[config.mk]
export PLATFORM = sky130hd
export DESIGN_NAME = battery_level_monitor
export DESIGN_NICKNAME = d
export VERILOG_FILES = /design/src/rtl/blm_pkg.sv /design/src/rtl/blm_ctrl.sv /design/src/rtl/blm_datapath.sv /design/src/rtl/battery_level_monitor.sv
export SDC_FILE = /design/constraint.sdc
export NUM_CORES = 1
export LEC_CHECK = 0
export ABC_AREA = 0
export BUFFER_PORTS_ARGS = -buffer_cell sky130_fd_sc_hd__buf_2
export CAP_MARGIN = 20
export CORE_AREA = 4 4 139 141
export CTS_BUF_LIST = sky130_fd_sc_hd__clkbuf_2
export CTS_CLUSTER_SIZE = 8
export DETAILED_ROUTE_END_ITERATION = 7
export DIE_AREA = 0 0 143 145
export PLACE_DENSITY = 0.85
export SYNTH_ARGS = -nofsm -noshare
export SYNTH_HDL_FRONTEND = slang
export SYNTH_HIERARCHICAL = 1
export SYNTH_SLANG_ARGS = --single-unit
[constraint.sdc]
create_clock -name clk -period 13.32 [get_ports clk]
set_input_delay 1.332 -clock clk [delete_from_list [all_inputs] [get_ports clk]]
set_output_delay 1.332 -clock clk [all_outputs]
set_load 0.005 [all_outputs]
[src/rtl/blm_pkg.sv]
// Shared types and constants for the battery level monitor.
`timescale 1ns / 1ps
package blm_pkg;

  localparam int FACTOR_W = 16;
  localparam int THR_W    = 12;
  localparam int SCALE_W  = 14;
  localparam int VOLT_W   = 16;
  localparam int APB_DW   = 32;
  localparam int APB_AW   = 4;

  localparam logic [SCALE_W-1:0] SCALE_NUM = 14'd10000;
  localparam logic [VOLT_W-1:0]  VOLT_MAX  = 16'hFFFF;

  // register indexes on the configuration port
  localparam logic [1:0] REG_VOLTAGE_FACTOR          = 2'd0;
  localparam logic [1:0] REG_CHARGING_VOLTAGE_FACTOR = 2'd1;
  localparam logic [1:0] REG_LOW_THRESHOLD           = 2'd2;
  localparam logic [1:0] REG_CRITICAL_THRESHOLD      = 2'd3;

  localparam logic [FACTOR_W-1:0] VOLTAGE_FACTOR_RST = 16'd7200;
  localparam logic [THR_W-1:0]    LOW_THRESHOLD_RST  = 12'd2650;
  localparam logic [THR_W-1:0]    CRIT_THRESHOLD_RST = 12'd2500;

  localparam logic [1:0] CHG_EVT_NONE       = 2'd0;
  localparam logic [1:0] CHG_EVT_CONNECT    = 2'd1;
  localparam logic [1:0] CHG_EVT_DISCONNECT = 2'd2;

  localparam logic [1:0] BAT_EVT_NONE     = 2'd0;
  localparam logic [1:0] BAT_EVT_CRITICAL = 2'd1;
  localparam logic [1:0] BAT_EVT_LOW      = 2'd2;

  typedef struct packed {
    logic [FACTOR_W-1:0] voltage_factor;
    logic [FACTOR_W-1:0] charging_voltage_factor;
    logic [THR_W-1:0]    low_threshold;
    logic [THR_W-1:0]    critical_threshold;
  } cfg_t;

  // controller to datapath
  typedef struct packed {
    logic load;
    logic init_div;
    logic step;
    logic publish;
  } cmd_t;

  // datapath to controller
  typedef struct packed {
    logic out_free;
  } status_t;

endpackage

[src/rtl/blm_ctrl.sv]
// Sequencing state machine for the battery level monitor.
`timescale 1ns / 1ps
module blm_ctrl #(
  parameter int DIV_W = 26
) (
  input  logic              clk,
  input  logic              rst,
  input  logic              in_valid,
  output logic              in_ready,
  input  blm_pkg::status_t  status,
  output blm_pkg::cmd_t     cmd
);
  import blm_pkg::*;

  localparam int CNT_W = $clog2(DIV_W);

  typedef enum logic [3:0] {
    S_IDLE = 4'b0001,
    S_MUL  = 4'b0010,
    S_DIV  = 4'b0100,
    S_DONE = 4'b1000
  } state_t;

  state_t state, state_next;
  logic [CNT_W-1:0] cnt, cnt_next;

  always_comb begin
    state_next = state;
    cnt_next   = cnt;
    cmd        = '0;
    in_ready   = 1'b0;
    unique case (state)
      S_IDLE: begin
        in_ready = 1'b1;
        if (in_valid) begin
          cmd.load   = 1'b1;
          state_next = S_MUL;
        end
      end
      S_MUL: begin
        cmd.init_div = 1'b1;
        cnt_next     = '0;
        state_next   = S_DIV;
      end
      S_DIV: begin
        cmd.step = 1'b1;
        cnt_next = cnt + 1'b1;
        if (cnt == CNT_W'(DIV_W - 1)) state_next = S_DONE;
      end
      S_DONE: begin
        // hold the quotient until the output register is free
        if (status.out_free) begin
          cmd.publish = 1'b1;
          state_next  = S_IDLE;
        end
      end
      default: state_next = S_IDLE;
    endcase
  end

  always_ff @(posedge clk) begin
    if (rst) begin
      state <= S_IDLE;
      cnt   <= '0;
    end else begin
      state <= state_next;
      cnt   <= cnt_next;
    end
  end

  a_publish_needs_free: assert property (@(posedge clk) disable iff (rst)
    cmd.publish |-> status.out_free)
    else $error("publish while output register occupied");

  a_div_follows_mul: assert property (@(posedge clk) disable iff (rst)
    cmd.init_div |=> cmd.step && cnt == '0)
    else $error("divider did not start after operand load");

  a_load_then_busy: assert property (@(posedge clk) disable iff (rst)
    cmd.load |=> !in_ready)
    else $error("input taken while a tick is in progress");

endmodule

[src/rtl/blm_datapath.sv]
// Tick state, event logic, serial divider and result register.
`timescale 1ns / 1ps
module blm_datapath #(
  parameter int ADC_BITS = 12
) (
  input  logic                         clk,
  input  logic                         rst,
  input  blm_pkg::cmd_t                cmd,
  output blm_pkg::status_t             status,
  input  blm_pkg::cfg_t                cfg,
  input  logic [ADC_BITS-1:0]          adc_sample,
  input  logic                         charger_level,
  output logic                         out_valid,
  input  logic                         out_ready,
  output logic [1:0]                   charger_event,
  output logic [1:0]                   battery_event,
  output logic [blm_pkg::VOLT_W-1:0]   voltage_centivolts,
  output logic                         is_charging,
  output logic                         is_low,
  output logic                         is_critical,
  output logic [ADC_BITS-1:0]          lowest_sample
);
  import blm_pkg::*;

  localparam int DIV_W = ADC_BITS + SCALE_W;
  localparam int CMP_W = (ADC_BITS > THR_W) ? ADC_BITS : THR_W;

  // per-tick state
  logic                prev_charger;
  logic                low_reported;
  logic                critical_reported;
  logic [ADC_BITS-1:0] min_sample;

  // captured tick
  logic [ADC_BITS-1:0] sample_q;
  logic [1:0]          chg_evt_q, bat_evt_q;
  logic                chg_q, low_q, crit_q;
  logic [FACTOR_W-1:0] divisor;

  // divider
  logic [DIV_W-1:0]    quo;
  logic [FACTOR_W-1:0] rem;
  logic [FACTOR_W:0]   trial, diff;
  logic                take;
  logic [DIV_W-1:0]    prod;

  logic                in_low, in_crit, new_crit, new_low;
  logic [1:0]          chg_evt, bat_evt;
  logic [ADC_BITS-1:0] min_next;
  logic [VOLT_W-1:0]   volt;

  assign in_low  = CMP_W'(adc_sample) < CMP_W'(cfg.low_threshold);
  assign in_crit = CMP_W'(adc_sample) < CMP_W'(cfg.critical_threshold);
  assign new_crit = !charger_level && !critical_reported && in_crit;
  assign new_low  = !charger_level && !new_crit && !low_reported && in_low;

  always_comb begin
    priority if (charger_level && !prev_charger) chg_evt = CHG_EVT_CONNECT;
    else if (!charger_level && prev_charger)     chg_evt = CHG_EVT_DISCONNECT;
    else                                         chg_evt = CHG_EVT_NONE;
    priority if (new_crit) bat_evt = BAT_EVT_CRITICAL;
    else if (new_low)      bat_evt = BAT_EVT_LOW;
    else                   bat_evt = BAT_EVT_NONE;
  end

  assign min_next = (adc_sample < min_sample || charger_level) ? adc_sample : min_sample;

  always_ff @(posedge clk) begin
    if (rst) begin
      prev_charger      <= 1'b0;
      low_reported      <= 1'b0;
      critical_reported <= 1'b0;
      min_sample        <= '1;
    end else if (cmd.load) begin
      prev_charger <= charger_level;
      min_sample   <= min_next;
      if (charger_level) begin
        // re-arm both one-shot events
        low_reported      <= 1'b0;
        critical_reported <= 1'b0;
      end else begin
        if (new_crit) critical_reported <= 1'b1;
        if (new_low)  low_reported      <= 1'b1;
      end
    end
  end

  always_ff @(posedge clk) begin
    if (cmd.load) begin
      sample_q  <= adc_sample;
      chg_evt_q <= chg_evt;
      bat_evt_q <= bat_evt;
      chg_q     <= charger_level;
      low_q     <= in_low;
      crit_q    <= in_crit;
      divisor   <= charger_level ? cfg.charging_voltage_factor : cfg.voltage_factor;
    end
  end

  // restoring division, one quotient bit per step
  assign prod  = DIV_W'(sample_q) * DIV_W'(SCALE_NUM);
  assign trial = {rem, quo[DIV_W-1]};
  assign diff  = trial - {1'b0, divisor};
  assign take  = trial >= {1'b0, divisor};

  always_ff @(posedge clk) begin
    if (cmd.init_div) begin
      quo <= prod;
      rem <= '0;
    end else if (cmd.step) begin
      quo <= {quo[DIV_W-2:0], take};
      rem <= take ? diff[FACTOR_W-1:0] : trial[FACTOR_W-1:0];
    end
  end

  // a zero divisor yields all ones, which saturates as well
  assign volt = (|quo[DIV_W-1:VOLT_W]) ? VOLT_MAX : quo[VOLT_W-1:0];

  assign status.out_free = !out_valid || out_ready;

  always_ff @(posedge clk) begin
    if (rst) begin
      out_valid <= 1'b0;
    end else if (cmd.publish) begin
      out_valid <= 1'b1;
    end else if (out_ready) begin
      out_valid <= 1'b0;
    end
  end

  always_ff @(posedge clk) begin
    if (cmd.publish) begin
      charger_event      <= chg_evt_q;
      battery_event      <= bat_evt_q;
      voltage_centivolts <= volt;
      is_charging        <= chg_q;
      is_low             <= low_q;
      is_critical        <= crit_q;
      lowest_sample      <= min_sample;
    end
  end

  a_publish_sets_valid: assert property (@(posedge clk) disable iff (rst)
    cmd.publish |=> out_valid)
    else $error("result lost after publish");

  a_no_bat_evt_charging: assert property (@(posedge clk) disable iff (rst)
    out_valid |-> !(is_charging && battery_event != BAT_EVT_NONE))
    else $error("battery event raised while charging");

  a_crit_evt_flag: assert property (@(posedge clk) disable iff (rst)
    (out_valid && battery_event == BAT_EVT_CRITICAL) |-> is_critical)
    else $error("critical event without critical sample");

  a_charge_resets_min: assert property (@(posedge clk) disable iff (rst)
    (cmd.load && charger_level) |=> min_sample == $past(adc_sample))
    else $error("minimum not reset on charging tick");

endmodule

[src/rtl/battery_level_monitor.sv]
// Top level of the battery level monitor: register file and core.
//
//  channel   handshake                    payload
//  input     in_valid / in_ready          adc_sample, charger_level
//  output    out_valid / out_ready        charger_event .. lowest_sample
//  config    psel/penable/pwrite, pready   paddr, pwdata, prdata
//
// A tick passes from transfer to valid result through a setup state, ADC_BITS + 14
// restoring divider steps of one quotient bit each, and a publish into the output register.
// A new tick is taken once the previous one has its result in the output register,
// so the block does not accept a new input transfer while a tick is in progress.
// A stalled output holds the result; the next tick still computes and waits.
// Synchronous reset restores all factors, thresholds and tracking state.
`timescale 1ns / 1ps
module battery_level_monitor #(
  parameter int ADC_BITS = 12
) (
  input  logic                         clk,
  input  logic                         rst,
  input  logic                         psel,
  input  logic                         penable,
  input  logic                         pwrite,
  input  logic [blm_pkg::APB_AW-1:0]   paddr,
  input  logic [blm_pkg::APB_DW-1:0]   pwdata,
  output logic [blm_pkg::APB_DW-1:0]   prdata,
  output logic                         pready,
  input  logic                         in_valid,
  output logic                         in_ready,
  input  logic [ADC_BITS-1:0]          adc_sample,
  input  logic                         charger_level,
  output logic                         out_valid,
  input  logic                         out_ready,
  output logic [1:0]                   charger_event,
  output logic [1:0]                   battery_event,
  output logic [blm_pkg::VOLT_W-1:0]   voltage_centivolts,
  output logic                         is_charging,
  output logic                         is_low,
  output logic                         is_critical,
  output logic [ADC_BITS-1:0]          lowest_sample
);
  import blm_pkg::*;

  localparam int DIV_W = ADC_BITS + SCALE_W;

  cfg_t       cfg;
  cmd_t       cmd;
  status_t    status;
  logic       wr_en;
  logic [1:0] reg_idx;

  assign pready  = 1'b1;
  assign wr_en   = psel && penable && pwrite;
  assign reg_idx = paddr[3:2];

  always_ff @(posedge clk) begin
    if (rst) begin
      cfg.voltage_factor          <= VOLTAGE_FACTOR_RST;
      cfg.charging_voltage_factor <= VOLTAGE_FACTOR_RST;
      cfg.low_threshold           <= LOW_THRESHOLD_RST;
      cfg.critical_threshold      <= CRIT_THRESHOLD_RST;
    end else if (wr_en) begin
      unique case (reg_idx)
        REG_VOLTAGE_FACTOR:          cfg.voltage_factor          <= pwdata[FACTOR_W-1:0];
        REG_CHARGING_VOLTAGE_FACTOR: cfg.charging_voltage_factor <= pwdata[FACTOR_W-1:0];
        REG_LOW_THRESHOLD:           cfg.low_threshold           <= pwdata[THR_W-1:0];
        REG_CRITICAL_THRESHOLD:      cfg.critical_threshold      <= pwdata[THR_W-1:0];
        default: ;
      endcase
    end
  end

  always_comb begin
    unique case (reg_idx)
      REG_VOLTAGE_FACTOR:          prdata = APB_DW'(cfg.voltage_factor);
      REG_CHARGING_VOLTAGE_FACTOR: prdata = APB_DW'(cfg.charging_voltage_factor);
      REG_LOW_THRESHOLD:           prdata = APB_DW'(cfg.low_threshold);
      REG_CRITICAL_THRESHOLD:      prdata = APB_DW'(cfg.critical_threshold);
      default:                     prdata = '0;
    endcase
  end

  blm_ctrl #(
    .DIV_W (DIV_W)
  ) u_ctrl (
    .clk      (clk),
    .rst      (rst),
    .in_valid (in_valid),
    .in_ready (in_ready),
    .status   (status),
    .cmd      (cmd)
  );

  blm_datapath #(
    .ADC_BITS (ADC_BITS)
  ) u_datapath (
    .clk                (clk),
    .rst                (rst),
    .cmd                (cmd),
    .status             (status),
    .cfg                (cfg),
    .adc_sample         (adc_sample),
    .charger_level      (charger_level),
    .out_valid          (out_valid),
    .out_ready          (out_ready),
    .charger_event      (charger_event),
    .battery_event      (battery_event),
    .voltage_centivolts (voltage_centivolts),
    .is_charging        (is_charging),
    .is_low             (is_low),
    .is_critical        (is_critical),
    .lowest_sample      (lowest_sample)
  );

endmodule

-- After elaboration in Yosys (flattened, before gate mapping)
Cells that the tools add are included.
- register bits after elaboration: 193
- output and inout bits: 70
- input bits: 56
- logic and storage cells: 103
- magnitude comparators: 4
- add/sub/neg operators: 2
- muxes and demuxes: 25
- reduce and logical (&&, ||, !) cells: 32
- eq/ne operators: 11
- multiply operators: 1
- operators with widths (kind ; number):
    case mux 32 bit (4 select lines) ; 1
    two-way mux 26 bit ; 2
    < comparator 12 bit ; 3
    two-way mux 16 bit ; 2
    multiplier 12 x 10 -> 22 bit (second input constant) ; 1
    >= comparator 17 x 16 -> 1 bit ; 1
    case mux 4 bit (4 select lines) ; 1
    subtractor 16 bit ; 1
    AND reduction 2 bit ; 7
    two-way mux 1 bit ; 13
    two-way mux 4 bit ; 3
    case mux 5 bit (2 select lines) ; 1
    nonzero test 2 bit ; 5
    OR reduction 10 bit ; 1
    logical AND 1 bit ; 9
    logical NOT 1 bit ; 6
    adder 5 x 1 -> 5 bit (second input constant) ; 1
    == test 5 bit (second input constant) ; 1
    == test 2 bit (second input constant) ; 2
    == test 4 x 1 -> 1 bit (second input constant) ; 1
    == test 4 x 2 -> 1 bit (second input constant) ; 1
    == test 4 x 3 -> 1 bit (second input constant) ; 1
    == test 4 bit (second input constant) ; 1
    two-way mux 2 bit ; 2
    6 further kinds ; 8

-- Depth between registers and ports, before layout
Gate-level depths: netlist of the first run.
- depth in word-level cells: 9
- depth in mapped cells: 19

-- Modules after synthesis
The synthesis of the first run kept the hierarchy.
- by module, submodules not included (module ; cells an instance ; area an instance (um^2) ; times used):
    blm_datapath ; 806 ; 8533.2 ; 1
    battery_level_monitor ; 266 ; 2758.9 ; 1
    blm_ctrl ; 52 ; 485.5 ; 1

-- Least setup slack after synthesis of the first run
No wires, ideal clock.
- kind: input port to flip-flop
- start point: input out_ready
- end point: register u_datapath.battery_event[0] (enable)
- path buffers: 0
- data required time: 12.802 ns
- library setup time: 0.518 ns
- arrival: 4.913 ns
- slack: 7.889 ns
- stages on the path: 3
- path through: nand2b_1 -> nand2_1 -> nor4_1
- RTL lines (what ; RTL line ; source):
    from (decl) ; battery_level_monitor.sv:32 ; input logic out_ready,
    to (signal assigned) ; blm_datapath.sv:134 ; battery_event <= bat_evt_q;
    to (decl) ; blm_datapath.sv:16 ; output logic [1:0] battery_event,

-- Worst setup path in the final report of the first run
- start point: register u_datapath.sample_q[4]
- end point: register u_datapath.quo[23], data pin
- word-level cells in the longest chain between the ends: 2
- ends and longest elaborated chain (what ; RTL line ; source):
    from (decl) ; blm_datapath.sv:35 ; logic [ADC_BITS-1:0] sample_q;
    from (signal assigned) ; blm_datapath.sv:90 ; sample_q <= adc_sample;
    multiplier 12 x 10 -> 22 bit ; blm_datapath.sv:101 ; assign prod = DIV_W'(sample_q) * DIV_W'(SCALE_NUM);
    two-way mux 26 bit ; blm_datapath.sv:107 ; if (cmd.init_div) begin
    to (signal assigned) ; blm_datapath.sv:108 ; quo <= prod;
    to (signal assigned) ; blm_datapath.sv:111 ; quo <= {quo[DIV_W-2:0], take};
    to (decl) ; blm_datapath.sv:41 ; logic [DIV_W-1:0] quo;
Every way passes these cells.
A chain may end at the register's enable or synchronous reset.

==> results.md, run 1 <==
* Status: completed
* Root buffer cell: clkbuf_2
* Slowest stage cell, crit path: fa_1
* Post-synth EDFFs at 92
* Clk_lat worst skew at 0.81 ns
* Post-synth top area share at 23.5%
* Mean Syn Cell Area at 10.5 um2
* Hold Crit Endpoint: u_datapath/charger_event[1]
* Worst reg2reg setup slack at 8.57 ns
* Final Max Slew Viols at 0
* Setup Fix Bufs, Post-CTS at 0
* Final net count at 1,382
* Unrepaired setup endpoints after global routing: no
* DIE HEIGHT at 145 um
* Synth Warn # at 6
* CP top delay family: adder cells
* Max IR drop VDD at 0.0865 mV
* Final period utilization at 35.7%
* Die area at 0.0207 mm2
* Worst path arrival time at 5.29 ns
* Final Setup Violations at 0
* Antenna-violating nets left at 0
* Crit. End Element: register
* RePlAce Congestion at 0.907
* DRT Pass-1 Iters at 6
* Worst path bufs/invs at 6
* Clk sink count at 193
* CP Max Fanout at 3
* Worst Tran Pin Value at 1.04 ns
* Main flop type after synthesis: dfxtp_1
* Post-Syn Instances at 1,124
* WP data required at 13.86 ns
* Area Overhead vs Synth at 6.53%
* Rows at 49
* First-pass GRT wire length at 40,100 um
* Most frequent cells after synthesis: inv_1, ha_1, dfxtp_1
* Mapped Area at 0.0118 mm2
* Cts hold-fix bufs at 0
* GRT Util Overall at 23.6%
* #FFs+latches synth at 193
* Max cap viols at 0
* WL final at 24,500 um
* Setup CP Type: register to register
* Final Critical Period at 4.75 ns
* Hold Path Class: register to register
* Crit Reg-Reg Endpoint: u_datapath/quo[23]
* Yosys top cell by area: edfxtp_1
* Clk buf depth at 2
* Layout cell share with drive strength beyond 1 at 16.6%
* Initial Util at 65.6%
* Fin Setup TNS at 0 ns
* Critical path depth at 19
* Grt total ovfl at 0
* Leakage power at 5.71 nW
* Cells along the critical path: inv_1, fa_1, inv_1, ha_1, inv_1, fa_1, inv_1, ha_1, inv_1, fa_1, inv_1, ha_1, nor2_1, nor2_1, a21oi_1, a21oi_1, a211oi_1, xor2_1, o21ai_0
* CTS tree: yes
* Horiz. Die Dim at 143 um
* CP Launch Type: register
* Fmax at 0.211 GHz
* Via/cell ratio at 5.80
* Worst R2R Path Depth at 19
* IO buf count at 90
* Final Util at 69.8%
* Drt first-iter violations at 695
* Asr flop ratio synth at 0%
* Max incr delay on CP at 0.56 ns
* Worst path most repeated cell: inv_1
* Max H-tree Level at 4
* Clock Skew at 0.0632 ns
* Slew margin rel. at 30.5%
* Hold path start: u_datapath/chg_evt_q[1]
* DRC viols at 0
* Post-cts sizing count at 0
* Count leader, synth: inv_1
* Final Hold Vio Count at 0
* Wire per inst at 17.1 um
* Number of antenna violations at the first check in global routing at 2
* Worst r2r src: u_datapath/sample_q[4]
* Clk pin slew, worst setup/hold paths at 0.29 ns
* Largest net degree at the start of global routing at 114
* DR vias at 8,329
* Synth area leaders: edfxtp_1, dfxtp_1, ha_1, mux2i_1, inv_1
* HPWL after DPL at 18,000 um
* PD cells at 130 mW/mm2
* Fillers at 1,305
* Hold depth at 0
* Register area share after synthesis at 40.6%
* Core box area at 0.0180 mm2
* # IOs at 126
* Total CTS buffers at 17
* Vias in the first global route at 8,266
* Yosys cell types at 82
## registers in the layout (all words and copies together) (netlist names), 2 cells and up
signal,cells
u_ctrl/state,4
cfg,56
u_datapath/lowest_sample,12
u_datapath/rem,16
u_datapath/min_sample,12
u_datapath/voltage_centivolts,16
u_datapath/battery_event,2
u_datapath/quo,26
u_datapath/chg_evt_q,2
u_ctrl/cnt,5
u_datapath/sample_q,12
u_datapath/bat_evt_q,2
u_datapath/divisor,16
u_datapath/charger_event,2
## metrics by stage
stage	std cells	hold slack, ns	area, um2	setup WS (ns)	total power, mW
floorplan	1139	0.400	11800	7.89	1.18
global placement	1403	0.404	12200	8.72	1.28
detailed placement	1403	0.405	12200	8.62	1.31
CTS	1435	0.461	12500	8.56	1.64
global route	1437	0.468	12500	8.28	1.76
finish	1437	0.460	12500	8.57	1.63
## power breakdown
part | switching, mW | internal [mW]
Clock | 0.238 | 0.0870
Sequential | 0.0198 | 0.652
Combinational | 0.367 | 0.268
Total | 0.625 | 1.01
## how the worst max path moves through the flow
stage | slack [ns] | end | start
after floorplan | 7.89 | u_datapath/battery_event[0] | out_ready
after global placement | 8.72 | u_datapath/quo[23] | u_datapath/sample_q[4]
after detailed placement | 8.62 | u_datapath/quo[23] | u_datapath/sample_q[4]
after CTS | 8.56 | u_datapath/quo[23] | u_datapath/sample_q[4]
after global routing | 8.28 | u_datapath/quo[23] | u_datapath/sample_q[5]
final | 8.57 | u_datapath/quo[23] | u_datapath/sample_q[4]
## cell usage in the layout, fill, tap and decap left out, types with 16 or more instances in the layout
cell	n
conb_1	17
ha_1	109
nand2_1	40
a21oi_1	28
nand3_1	20
a211oi_1	18
o21ai_0	49
mux2_2	16
nand2b_1	58
clkbuf_2	17
dfxtp_1	101
inv_1	129
nor2_1	87
edfxtp_1	92
fa_1	24
or2_2	17
mux2i_1	74
a21o_1	20
buf_2	90
## cells by family (layout without fill, tap and decap cells)
group	after synthesis	count (layout)	synth area share, %
AOI/OAI and AO/OA	186	186	11.2
xor gates and xnor gates	23	23	1.71
and+or+nand+nor	292	292	13.1
buffers and inverters	192	259	7.40
DFF	193	193	40.6
other	2	19	0.0638
adders and majority gates	133	133	15.7
muxes	103	103	10.2
## area by class of cell
class,count,area (um2),share of cell area (%)
timing repair buffer,97,503,4.01
clock inverter,15,210,1.68
clock buffer,17,85.1,0.678
antenna,2,5.00,0.0399
tap,229,287,2.28
inverter,130,488,3.89
sequential,193,4780,38.1
multi-input combinational,754,6180,49.3
## per-layer routing
layer  up-vias  wire length [um]  GRT usage [%]  part of all wire, %
met5         -                 0              0                    0
met4         0               529           7.70                  2.2
met3        36              1380           4.44                  5.6
met2       251             11900           38.4                   49
met1      3975             10700           32.0                   44
li1       4067                 -              -                    -
Power figures use the tool's default switching activity.
==> run 2, diff against run 1 <==
Settings changed: CORE_AREA 4 4 139 141 to 4 4 151 153, DIE_AREA 0 0 143 145 to 0 0 155 157, PLACE_DENSITY 0.85 to 0.76.
Clock period 13.32 ns to 4.05 ns, I/O delays scaled along.
==> results.md, run 2 (synthesized netlist as in run 1, its figures left out) <==
* Number of antenna violations at the first check in global routing at 1
* Worst path arrival time at 4.76 ns
* Antenna-violating nets left at 0
* GRT Util Overall at 21.5%
* DR vias at 8,653
* Rows at 54
* Clk_lat worst skew at 0.79 ns
* Most flops, register: cfg
* IO buf count at 90
* Leakage power at 6.12 nW
* Wire per inst at 16.8 um
* Most common cell after layout, fill and taps aside: inv_1
* Clk pin slew, worst setup/hold paths at 0.32 ns
* Final net count at 1,472
* Hold Path Class: input pin to register
* Area Overhead vs Synth at 16.3%
* Cells along the critical path: inv_2, fa_1, inv_1, ha_1, inv_2, fa_1, inv_2, ha_4, inv_2, fa_2, inv_2, ha_4, buf_4, buf_6, a21oi_4, o21bai_1, a21oi_2, xor2_1, o21ai_1
* Worst reg2reg setup slack at -0.12 ns
* Via/cell ratio at 5.49
* CP Launch Type: register
* # IOs at 126
* Fillers at 1,651
* Unrepaired setup endpoints after global routing: yes
* FF+latch area at 0.00478 mm2
* Slew margin rel. at 28.4%
* Final period utilization at 103%
* Drt first-iter violations at 557
* Layout cell share with drive strength beyond 1 at 24.3%
* DIE HEIGHT at 157 um
* Final Max Slew Viols at 0
* Max reg flops at 56
* Multi-input gate area at 0.00653 mm2
* Root buffer cell: clkbuf_2
* Placement Cell Area at 0.0127 mm2
* Max incr delay on CP at 0.56 ns
* Max H-tree Level at 4
* Largest net degree at the start of global routing at 66
* HPWL after DPL at 18,700 um
* CTS tree: yes
* CP top delay family: adder cells
* Clk sink count at 193
* RePlAce Congestion at 0.897
* Die area at 0.0243 mm2
* DRT Pass-1 Iters at 7
* Failing checks: setup timing
* Worst Tran Pin Value at 1.07 ns
* Largest registers: cfg x56, u_datapath/quo x26
* Slowest stage cell, crit path: fa_1
* Vias in the first global route at 8,493
* PD cells at 490 mW/mm2
* PnR worst setup slack at -0.119 ns
* Total CTS buffers at 17
* Horiz. Die Dim at 155 um
* Status: complete, but fails checks
* Total power at 6.72 mW
* Max cap viols at 0
* Core box area at 0.0216 mm2
* Grt total ovfl at 0
* Final Setup Violations at 8
* First-pass GRT wire length at 42,400 um
* Fmax at 0.240 GHz
* Setup CP Type: register to register
* Clk buf depth at 2
* WP data required at 4.64 ns
* Clock Skew at 0.0538 ns
* Commonest non-fill, non-tap cells in the layout: inv_1, dfxtp_1, ha_1
* CP Max Fanout at 3
* Final Hold Vio Count at 0
* Max IR drop VDD at 0.335 mV
* Final Critical Period at 4.17 ns
* Initial Util at 54.6%
* Post-route cell area at 0.0137 mm2
* Worst path most repeated cell: inv_2
* WL final at 26,500 um
* DRC viols at 0
* Crit. End Element: register
* Worst path bufs/invs at 8
[run 2: stage by stage]
step                      hold WS [ns]  setup TNS [ns]  worst slack [ns]  utilization, %  instances
after floorplan                  0.400               0           0.00704               -       1139
after CTS                      0.00690          -0.159           -0.0651            62.9       1569
after detailed placement         0.405          -0.963            -0.207            59.1       1501
after global placement           0.408          -0.472            -0.130            59.1       1501
final                            0.194          -0.542            -0.119            63.6       1577
after global routing             0.122           -2.45            -0.305            63.6       1577
[run 2: cell type report]
class	instances	area share, %
clock buffer	17	0.621
sequential	193	34.9
inverter	130	3.56
timing repair buffer	187	9.30
antenna	1	0.0183
tap	280	2.56
multi-input combinational	754	47.6
clock inverter	15	1.39
[run 2: worst min-delay path: cells and delay by family]
family | cells | cell delay (ns)
compound gates | 2 | 0.15
buf+inv | 2 | 0.34
simple gates | 1 | 0.09
[run 2: worst paths after layout]
check,startpoint,to,cells past startpoint
worst max register to register,u_datapath/sample_q[5],u_datapath/quo[17],19
worst min register to register,u_datapath/chg_q,u_datapath/is_charging,0
worst max-delay path,u_datapath/sample_q[5],u_datapath/quo[17],19
worst min-delay path,pwrite,cfg[22],5
[run 2: where the power goes]
part,internal (mW),switching (mW),leakage [nW],total (mW)
combinational,1.73,1.71,4.29,3.44
sequential,2.14,0.0617,1.66,2.21
clock,0.321,0.749,0.166,1.07
total,4.20,2.52,6.12,6.72
[run 2: timing repair]
| action | CTS | global route |
|---|---|---|
| hold buffers | 30 | 4 |
| cloned | 0 | 0 |
| gates resized for setup | 49 | 18 |
| pin swaps | 29 | 25 |
| setup endpoints to repair | 9 | 11 |
| hold endpoints to repair | 82 | 4 |
| buffers inserted | 6 | 3 |
[run 2: per-layer routing]
metal / part of all wire [%] / up-vias / track usage (%)
li1: - / 4239 / -
met1: 45 / 4141 / 28.8
met2: 49 / 242 / 36.2
met3: 5.1 / 31 / 4.15
met4: 1.4 / 0 / 5.47
met5: 0 / - / 0
==> run 3, diff against run 2 <==
--- a/config.mk
+++ b/config.mk
@@ -9,9 +9,11 @@
 export BUFFER_PORTS_ARGS = -buffer_cell sky130_fd_sc_hd__buf_2
 export CAP_MARGIN = 20
-export CORE_AREA = 4 4 151 153
+export CELL_PAD_IN_SITES_DETAIL_PLACEMENT = 2
+export CELL_PAD_IN_SITES_GLOBAL_PLACEMENT = 2
+export CORE_AREA = 4 4 186 188
 export CTS_BUF_LIST = sky130_fd_sc_hd__clkbuf_2
 export CTS_CLUSTER_SIZE = 8
 export DETAILED_ROUTE_END_ITERATION = 7
-export DIE_AREA = 0 0 155 157
+export DIE_AREA = 0 0 190 192
 export PLACE_DENSITY = 0.76
 export SYNTH_ARGS = -nofsm -noshare
==> constraint.sdc (replaced) <==
create_clock -name clk -period 4.05 [get_ports clk]
set_input_delay 1.215 -clock clk [delete_from_list [all_inputs] [get_ports clk]]
set_output_delay 1.215 -clock clk [all_outputs]
set_load 0.005 [all_outputs]
==> results.md, run 3 (synthesized netlist as in run 1, its figures left out) <==
* Status: complete, but fails checks
* Failing checks: setup timing
* Final period utilization at 109%
* Commonest non-fill, non-tap cells in the layout: inv_1, dfxtp_1, edfxtp_1
* Post-route cell area at 0.0139 mm2
* DIE HEIGHT at 192 um
* Fillers at 3,520
* Total CTS buffers at 17
* Setup CP Type: register to register
* Leakage power at 6.08 nW
* Max cap viols at 0
* Placed Cells at 1,677
* Largest registers: cfg x56, u_datapath/quo x26
* RePlAce Congestion at 0.788
* Max IR drop VDD at 0.284 mV
* CP Launch Type: register
* Antenna-violating nets left at 0
* Initial Util at 35.6%
* CP Max Fanout at 5
* HPWL after DPL at 25,200 um
* DRC viols at 0
* Cts hold-fix bufs at 0
* Worst path most repeated cell: inv_2
* Drt first-iter violations at 303
* IO buf count at 90
* CP top delay family: adder cells
* Rows at 67
* PnR worst setup slack at -0.353 ns
* # IOs at 126
* FF+latch area at 0.00478 mm2
* Root buffer cell: clkbuf_2
* Most common cell after layout, fill and taps aside: inv_1
* Vias in the first global route at 9,777
* Max incr delay on CP at 0.61 ns
* Number of antenna violations at the first check in global routing at 4
* Die area at 0.0365 mm2
* Worst reg2reg setup slack at -0.35 ns
* PD cells at 527 mW/mm2
* Most flops, register: cfg
* WL final at 35,100 um
* DRT Pass-1 Iters at 4
* Clk pin slew, worst setup/hold paths at 0.33 ns
* Final Setup Violations at 11
* Final Hold Vio Count at 0
* Hold_ws at 0.449 ns
* Worst path arrival time at 5.01 ns
* DP Worst Slack at -0.440 ns
* Hold depth at 0
* Slowest stage cell, crit path: fa_1
* Grt total ovfl at 0
* Slew margin rel. at 38.8%
* Unrepaired setup endpoints after global routing: yes
* Final Util at 41.9%
* Wire per inst at 20.3 um
* WP data required at 4.66 ns
* Crit. End Element: register
* Core box area at 0.0331 mm2
* DR vias at 8,797
* Layout cell share with drive strength beyond 1 at 26.4%
* Worst Tran Pin Value at 0.915 ns
* Max reg flops at 56
* Clk buf depth at 2
* Area Overhead vs Synth at 17.8%
* Multi-input gate area at 0.00668 mm2
* Clock Skew at 0.0621 ns
* Fmax at 0.227 GHz
* Critical path depth at 20
* Via/cell ratio at 5.09
* Fin cells at 1,728
* Worst path bufs/invs at 8
* First-pass GRT wire length at 55,000 um
* Final Critical Period at 4.40 ns
* Cells along the critical path: inv_2, fa_1, inv_2, ha_4, inv_2, fa_1, inv_2, ha_4, inv_2, fa_1, inv_2, ha_4, buf_6, nor3_4, nor2_2, and2_4, a21oi_4, buf_4, xor2_2, o21ai_1
* Hold Path Class: register to register
* Final net count at 1,454
* Clk_lat worst skew at 0.87 ns
* Largest net degree at the start of global routing at 91
* GRT Util Overall at 19.3%
* Final Max Slew Viols at 0
* Horiz. Die Dim at 190 um
* Max H-tree Level at 4
* Worst R2R Path Depth at 20
* CTS tree: yes
* Clk sink count at 193
* Placement Cell Area at 0.0130 mm2
## run 3: final cells by class
class / instances / area share, %
clock buffer: 17 / 0.613
inverter: 130 / 3.52
clock inverter: 15 / 1.26
multi-input combinational: 754 / 48.1
antenna: 2 / 0.0361
timing repair buffer: 169 / 7.94
tap: 448 / 4.04
sequential: 193 / 34.5
## run 3: repair_timing
action,4_1_cts,5_1_grt
setup buffers,10,7
resized for setup,66,16
pin swaps,40,22
setup endpoints to repair,11,12
## run 3: report_power, final
group          internal (mW)  switching (mW)
combinational           2.01            2.00
clock                  0.308           0.784
sequential              2.15          0.0668
## run 3: per-layer routing
| layer | up-vias | GRT usage [%] | wire length, um |
|---|---|---|---|
| li1 | 4189 | - | - |
| met1 | 4450 | 24.1 | 15300 |
| met2 | 122 | 35.2 | 18300 |
| met3 | 32 | 3.25 | 1060 |
| met4 | 4 | 3.87 | 418 |
| met5 | - | 0 | 21 |
## run 3: path summary, 6_finish.rpt
check,startpoint,end
worst max-delay path,u_datapath/sample_q[4],u_datapath/quo[16]
worst min-delay path,u_datapath/chg_evt_q[0],u_datapath/charger_event[0]
worst max register to register,u_datapath/sample_q[4],u_datapath/quo[16]
worst min register to register,u_datapath/chg_evt_q[0],u_datapath/charger_event[0]
## run 3: stage by stage
| stage | setup TNS, ns | power (mW) |
|---|---|---|
| 2_1_floorplan | 0 | 3.99 |
| 3_3_place_gp | -1.29 | 4.90 |
| 3_5_place_dp | -2.74 | 5.06 |
| 4_1_cts | -1.35 | 7.03 |
| 5_1_grt | -4.38 | 7.83 |
| 6_report | -2.75 | 7.31 |
